$ cat config.mk
export PLATFORM = sky130hd
export DESIGN_NAME = dpq_ctrl
export DESIGN_NICKNAME = d
export VERILOG_FILES = /design/src/dpq_pkg.sv /design/src/dpq_ctrl.sv
export SDC_FILE = /design/constraint.sdc
export NUM_CORES = 1
export LEC_CHECK = 0
export BUFFER_PORTS_ARGS = -buffer_cell sky130_fd_sc_hd__buf_4
export CAP_MARGIN = 20
export CORE_MARGIN = 2
export CORE_UTILIZATION = 25
export DETAILED_ROUTE_END_ITERATION = 10
export SYNTH_ARGS = -nofsm -noshare
export SYNTH_HDL_FRONTEND = slang
export SYNTH_SLANG_ARGS = --single-unit
$ cat constraint.sdc
create_clock -name clk_i -period 1.35 [get_ports clk_i]
set_input_delay 0 -clock clk_i [delete_from_list [all_inputs] [get_ports clk_i]]
set_output_delay 0 -clock clk_i [all_outputs]
set_load 0.01 [all_outputs]
$ cat src/dpq_pkg.sv
// Shared types and constants of the dithered palette quantizer.
`default_nettype none

package dpq_pkg;

  localparam int CHAN_W     = 8;
  localparam int ENTRY_W    = 6;
  localparam int CFG_W      = 9;
  localparam int CFG_IDX_W  = 2;
  localparam int CODE_W     = 7;
  localparam int ROW_W      = 8;
  localparam int HEIGHT_W   = 9;
  localparam int MAX_HEIGHT = 256;
  localparam int FW_REG_W   = 9;
  localparam int FH_REG_W   = 9;
  localparam int PC_REG_W   = 7;

  localparam logic CMD_LOAD  = 1'b0;
  localparam logic CMD_PIXEL = 1'b1;

  localparam logic [CODE_W-1:0] TRANSPARENT_CODE = 7'h7F;

  typedef enum logic [CFG_IDX_W-1:0] {
    REG_FRAME_WIDTH,
    REG_FRAME_HEIGHT,
    REG_PALETTE_COUNT,
    REG_DITHER_ENABLE
  } cfg_reg_e;

  typedef enum logic [1:0] {
    TGT_RIGHT,
    TGT_DOWN_LEFT,
    TGT_DOWN,
    TGT_DOWN_RIGHT
  } err_tgt_e;

  typedef enum logic [2:0] {
    EOP_NONE,
    EOP_CLEAR,
    EOP_READ_CUR,
    EOP_ZERO_CUR,
    EOP_READ_TGT,
    EOP_WRITE_TGT
  } err_op_e;

  typedef enum logic [3:0] {
    ST_CLEAR,
    ST_IDLE,
    ST_ERR_READ,
    ST_ADJUST,
    ST_SEARCH,
    ST_ERR_CALC,
    ST_RMW_READ,
    ST_RMW_WRITE,
    ST_FINISH
  } ctrl_state_e;

  typedef struct packed {
    logic     pal_we;
    logic     pix_load;
    logic     adj_load;
    logic     search_start;
    logic     e_load;
    logic     out_load;
    err_op_e  err_op;
    err_tgt_e tgt;
  } dp_cmd_t;

  typedef struct packed {
    logic clear_done;
    logic search_busy;
    logic transparent;
    logic dither;
    logic out_free;
  } dp_status_t;

endpackage

`default_nettype wire

$ cat src/dpq_ctrl.sv
// Controller state machine that sequences the quantizer datapath.
`default_nettype none

module dpq_ctrl (
  input  logic                clk_i,
  input  logic                rst_ni,
  input  logic                in_valid_i,
  input  logic                in_is_pixel_i,
  input  logic                geom_wr_i,
  input  dpq_pkg::dp_status_t status_i,
  output dpq_pkg::dp_cmd_t    cmd_o,
  output logic                in_stall_o
);
  import dpq_pkg::*;

  ctrl_state_e state_q, state_d;
  err_tgt_e    tgt_q, tgt_d;

  always_ff @(posedge clk_i or negedge rst_ni) begin
    if (!rst_ni) begin
      state_q <= ST_CLEAR;
      tgt_q   <= TGT_RIGHT;
    end else begin
      state_q <= state_d;
      tgt_q   <= tgt_d;
    end
  end

  always_comb begin
    state_d = state_q;
    tgt_d   = tgt_q;
    case (state_q)
      ST_CLEAR: begin
        if (status_i.clear_done) state_d = ST_IDLE;
      end
      ST_IDLE: begin
        if (in_valid_i && in_is_pixel_i) state_d = ST_ERR_READ;
      end
      ST_ERR_READ: state_d = ST_ADJUST;
      ST_ADJUST: begin
        state_d = status_i.transparent ? ST_FINISH : ST_SEARCH;
      end
      ST_SEARCH: begin
        if (!status_i.search_busy) state_d = status_i.dither ? ST_ERR_CALC : ST_FINISH;
      end
      ST_ERR_CALC: begin
        state_d = ST_RMW_READ;
        tgt_d   = TGT_RIGHT;
      end
      ST_RMW_READ: state_d = ST_RMW_WRITE;
      ST_RMW_WRITE: begin
        case (tgt_q)
          TGT_RIGHT: begin
            tgt_d   = TGT_DOWN_LEFT;
            state_d = ST_RMW_READ;
          end
          TGT_DOWN_LEFT: begin
            tgt_d   = TGT_DOWN;
            state_d = ST_RMW_READ;
          end
          TGT_DOWN: begin
            tgt_d   = TGT_DOWN_RIGHT;
            state_d = ST_RMW_READ;
          end
          default: state_d = ST_FINISH;
        endcase
      end
      ST_FINISH: begin
        if (status_i.out_free) state_d = ST_IDLE;
      end
      default: state_d = ST_IDLE;
    endcase
    if (geom_wr_i) state_d = ST_CLEAR;
  end

  always_comb begin
    cmd_o        = '0;
    cmd_o.err_op = EOP_NONE;
    cmd_o.tgt    = tgt_q;
    case (state_q)
      ST_CLEAR: cmd_o.err_op = EOP_CLEAR;
      ST_IDLE: begin
        cmd_o.pal_we   = in_valid_i && !in_is_pixel_i;
        cmd_o.pix_load = in_valid_i && in_is_pixel_i;
      end
      ST_ERR_READ: cmd_o.err_op = EOP_READ_CUR;
      ST_ADJUST: begin
        cmd_o.adj_load     = 1'b1;
        cmd_o.err_op       = EOP_ZERO_CUR;
        cmd_o.search_start = !status_i.transparent;
      end
      ST_ERR_CALC: cmd_o.e_load = 1'b1;
      ST_RMW_READ: cmd_o.err_op = EOP_READ_TGT;
      ST_RMW_WRITE: cmd_o.err_op = EOP_WRITE_TGT;
      ST_FINISH: cmd_o.out_load = status_i.out_free;
      default: cmd_o.err_op = EOP_NONE;
    endcase
  end

  assign in_stall_o = (state_q != ST_IDLE);

endmodule

`default_nettype wire

======== Word-level counts from Yosys, hierarchy flattened ========
Index checks and enable logic that the tools add are counted.
storage, ports and cells
  bits in registers ....................... 6
  bits in latches ......................... 0
  bits in writable memories ............... 0
  memory bits (read-only) ................. 0
  input bits .............................. 10
  output and inout bits ................... 12
  logic and storage cells ................. 44
  memories ................................ 0
cells by class
  $add $sub $neg .......................... 0
  multipliers ............................. 0
  div/mod/pow operators ................... 0
  magnitude comparators ................... 0
  equal/unequal tests ..................... 16
  shift operators ......................... 0
  multiplexer cells ....................... 16
  bitwise operators ....................... 0
  reduce and logical (&&, ||, !) cells .... 10
operator list
  operator                                               number
  one-hot mux 4 bit (9 select lines)                     1
  2-to-1 mux 4 bit                                       8
  == test 4 x 3 -> 1 bit, second input constant          4
  one-hot mux 3 bit (5 select lines)                     1
  inequality test 3 bit, second input constant           4
  == test 4 x 2 -> 1 bit, second input constant          2
  one-hot mux 2 bit (3 select lines)                     1
  == test 4 x 1 -> 1 bit, second input constant          1
  == test 4 bit, second input constant                   1
  zero test 4 bit                                        1
  2-to-1 mux 2 bit                                       2
  inequality test 4 x 1 -> 1 bit, second input constant  1
  inequality test 4 bit, second input constant           1
  one-hot mux 2 bit (2 select lines)                     1
  AND reduction 4 bit                                    1
  OR reduction 3 bit                                     1
  == test 2 x 1 -> 1 bit, second input constant          1
  == test 2 bit, second input constant                   1
  logical AND 1 bit                                      2
  zero test 1 bit                                        2
  zero test 2 bit                                        1
  2-to-1 mux 1 bit                                       2
  AND reduction 2 bit                                    1
  nonzero test 2 bit                                     1

======== Longest topological paths before layout ========
  word-level depth ........................ 5
  depth in mapped cells ................... 5
  mapped depth without buffers ............ 5

======== Least setup slack after synthesis ========
OpenSTA, ideal clock, no wires.
  kind .................................... register to register
  from .................................... reg state_q[3]
  to ...................................... reg state_q[2]
  setup time .............................. 0.078 ns
  arrival time ............................ 1.323 ns
  required time ........................... 1.272 ns
  path slack .............................. -0.051 ns
  stages on the path, launching flop included .. 5
  clock period less this slack ............ 1.401 ns
  cell sequence ........................... dfrtp_1 > buf_2 > nor4_1 > a21o_1 > o2bb2ai_1
on the way
  longest elaborated chain between the ends .. 3
RTL lines
  element                                                                      line            text
  from (decl)                                                                  dpq_ctrl.sv:16  ctrl_state_e state_q, state_d;
  from (signal assigned)                                                       dpq_ctrl.sv:24  state_q <= state_d;
  == test 4 bit (tied with other cells)                                        dpq_ctrl.sv:32  case (state_q)
  one-hot mux 4 bit (9 select lines) or inequality test 3 bit (tied branches)  -
  2-to-1 mux 4 bit or AND reduction 4 bit (tied branches)                      -
Several ways; a longest one is shown, not always the timed one.
A chain may end at the register's enable or synchronous reset.

==> impl_metrics.toml <==
[status]
status = "finished, violations left"
violations = "negative setup slack"

[synthesis]
yosysWarnings = 0
synth_area_leaders = "dfrtp_1 (28%), ha_1 (7.0%), nor2_1 (6.3%), a2111oi_4 (5.1%), nand2_1 (4.9%)"
yosysMostFrequentCell = "nor2_1"
syn-num-nets = 75
synth_common_cells = "nor2_1 (9), nand2_1 (7), dfrtp_1 (6)"
synth_top_area_share_pct = 28.04
ys_seq_area_share_pct = 28.04
synth_edf_count = 0
syn_avg_cell_area_um2 = 8.637
yosys_most_used_dff = "dfrtp_1"
netlist_instances = 62
ys_ff_latch = 6
postSynth.asyncResetShare_pct = 100.0
synth.cell_area_um2 = 535.5
synth.distinct_cells = 30
synth_top_cell_by_area = "dfrtp_1"

[routing]
drtPass1Iterations = 4
drc_errors = 0
vias = 580
wl_per_cell_um = 12.02
routed_wirelength_um = 1539
vias_per_cell = 4.531
drtIter0Drc = 7
drtAntennaViolNets = 0

[setup_path]
slowest_delay_ns = 0.44
r2r_slack_ns = 0
cp_num_buf_inv = 2
cp_slowest_cell = "dfrtp_2"
critPathMaxFanout = 5
crit_path_end_kind = "primary output"
r2r-start = "state_q[0]$_DFFE_PN0P_"
r2r_end = "state_q[1]$_DFFE_PN0P_"
start_kind = "flop"
worst-r2r-cell-count = 4
worstPathRequired_ns = 1.35
crit_family = "simple AND/OR/NAND/NOR gates"
worstPathCellList = "nor4b_4, buf_4, and3_1, buf_4"
arrival_ns = 1.43
crit_type = "reg2out"
critical_path.most_common_cell = "buf_4"

[clocking]
cts.clk_slew.worst_paths_ns = 0.05
cts_root_buffer = "clkbuf_4"
ctsLongestPathBuffers = 2
clk_latency_ns = 0.24
cts_buffers = 3
cts_tree = "done"
htreeDepth = 1
clock_sinks = 6

[floorplan]
die_x_um = 50.28
ioPinCount = 22
core.rowCount = 16
dieHeight_um = 50.28
initial_utilization_pct = 27.02
core-area_um2 = 1982
dieArea_um2 = 2528

[pwr]
p_leak_nw = 0.4396
power_density_nw_per_um2 = 622.4
finalPower_mw = 0.5926
ir_drop_mv = 0.2516

[sta]
drv_slew = 0
fin_crit_ns = 1.431
whs_ns = 0.08801
clock_skew_ns = 0.003830
max_freq_mhz = 699.0
max_slew_margin_pct = 79.94
worst_pin_slew_ns = 0.3009
rsz0062_at_grt = "true"
setup_viol = 7
timing_hold_violations_final = 0
setup_ws_ns = -0.08053
fin_crit_sh_pct = 106.0

[grt]
grt.overflow.total = 0
globalRouteTotalUtil_pct = 13.06
grt_start_max_net_pins = 8
antenna_found_initial = 0
grt_pass1_wl_um = 2442
grt_pass1_vias = 567

[min_path]
min_path_cells = 3
hold_path_end = "state_q[3]$_DFFE_PN0P_"
hold_start = "status_i[2]"
min_path_type = "in2reg"

[placed_design]
gp_congestion = 0.7729
dpl-instance-area_um2 = 765.7
pre_cts_ws_ns = 0.03141
placement.io_buffers = 21
dp_hpwl_um = 1113
numPlacedInstances = 115

[layout]
fin_nets = 116
nFillCells = 189
syn_to_final_growth_pct = 77.80
final_cells = 128
antenna_cells = 0
layout-drive-gt1-share_pct = 57.43
final_area_um2 = 952.2

[job]
cap_viol_max_count = 0
[state kept, by name (all words and copies together), names as in the netlist]
| signal | count |
|---|---|
| tgt_q | 2 |
| state_q | 4 |
[metal layers]
metal | vias to the layer above | track usage, % | wire (um)
li1 | 300 | - | -
met5 | - | 0 | 0
met1 | 256 | 15.10 | 661
met3 | 4 | 1.488 | 76
met2 | 20 | 21.93 | 757
met4 | 0 | 9.722 | 42
[through the flow]
| step | util [%] | setup TNS, ns |
|---|---|---|
| 2_1_floorplan | - | 0 |
| 3_3_place_gp | 38.64 | 0 |
| 3_5_place_dp | 38.64 | 0 |
| 4_1_cts | 43.94 | -0.3650 |
| 5_1_grt | 48.04 | -0.8667 |
| 6_report | 48.04 | -0.2510 |
[where the power goes]
group          leakage (nW)  internal (mW)  switching, mW
Combinational         0.350          0.125         0.0996
Sequential           0.0760          0.188         0.0123
Clock                0.0138          0.101         0.0676
Total                 0.440          0.413          0.179
[worst reg2reg max path, cell delays in order, from the launching register on]
cell and delay [ns]:
dfrtp_2 0.45, nor4b_4 0.15, buf_4 0.14, a2111oi_4 0.32, nor3b_2 0.22
[worst max path at each step]
| stage | startpoint | end | slack [ns] | cells past startpoint |
|---|---|---|---|---|
| floorplan | state_q[3]$_DFFE_PN0P_ | state_q[3]$_DFFE_PN0P_ | 0.09 | 4 |
| global placement | state_q[3]$_DFFE_PN0P_ | state_q[3]$_DFFE_PN0P_ | 0.01 | 4 |
| detailed placement | state_q[3]$_DFFE_PN0P_ | state_q[3]$_DFFE_PN0P_ | 0.03 | 4 |
| CTS | state_q[2]$_DFFE_PN0P_ | cmd_o[9] | -0.13 | 4 |
| global route | state_q[1]$_DFFE_PN0P_ | cmd_o[10] | -0.14 | 5 |
| finish | state_q[1]$_DFFE_PN0P_ | cmd_o[9] | -0.08 | 4 |
[layout make-up]
class / instances / area, um2 / share of cell area, %
Multi-Input combinational cell: 48 / 399.1 / 41.92
Timing Repair Buffer: 39 / 322.8 / 33.90
Sequential cell: 6 / 155.1 / 16.29
Tap cell: 27 / 33.78 / 3.548
Clock buffer: 3 / 22.52 / 2.365
Inverter: 5 / 18.77 / 1.971
[timing repair]
action	CTS	global route
gates resized for setup	9	13
hold buffers	3	0
hold endpoints to repair	9	0
setup endpoints to repair	7	13
buffers inserted	3	4
gates cloned	0	0
pin swaps	1	7
[cell families after synthesis]
group / after synthesis / share of synthesized area (%)
simple gates: 30 / 32.24
compound gates: 14 / 22.20
buf+inv: 8 / 8.644
flops: 6 / 28.04
fa+ha+maj: 3 / 7.010
mux: 1 / 1.869
[cell usage in the layout (no fill, tap or decap), types with 2 or more instances in the layout]
cell type and n:
buf_4 30, nor2_1 9, buf_6 6, nand2_1 5
inv_1 4, dfrtp_2 4, nor3_1 3, ha_1 3
clkbuf_4 3, dlygate4sd3_1 3, nand2_2 2, a21oi_1 2
dfrtp_1 2
Power figures use the tool's default switching activity.
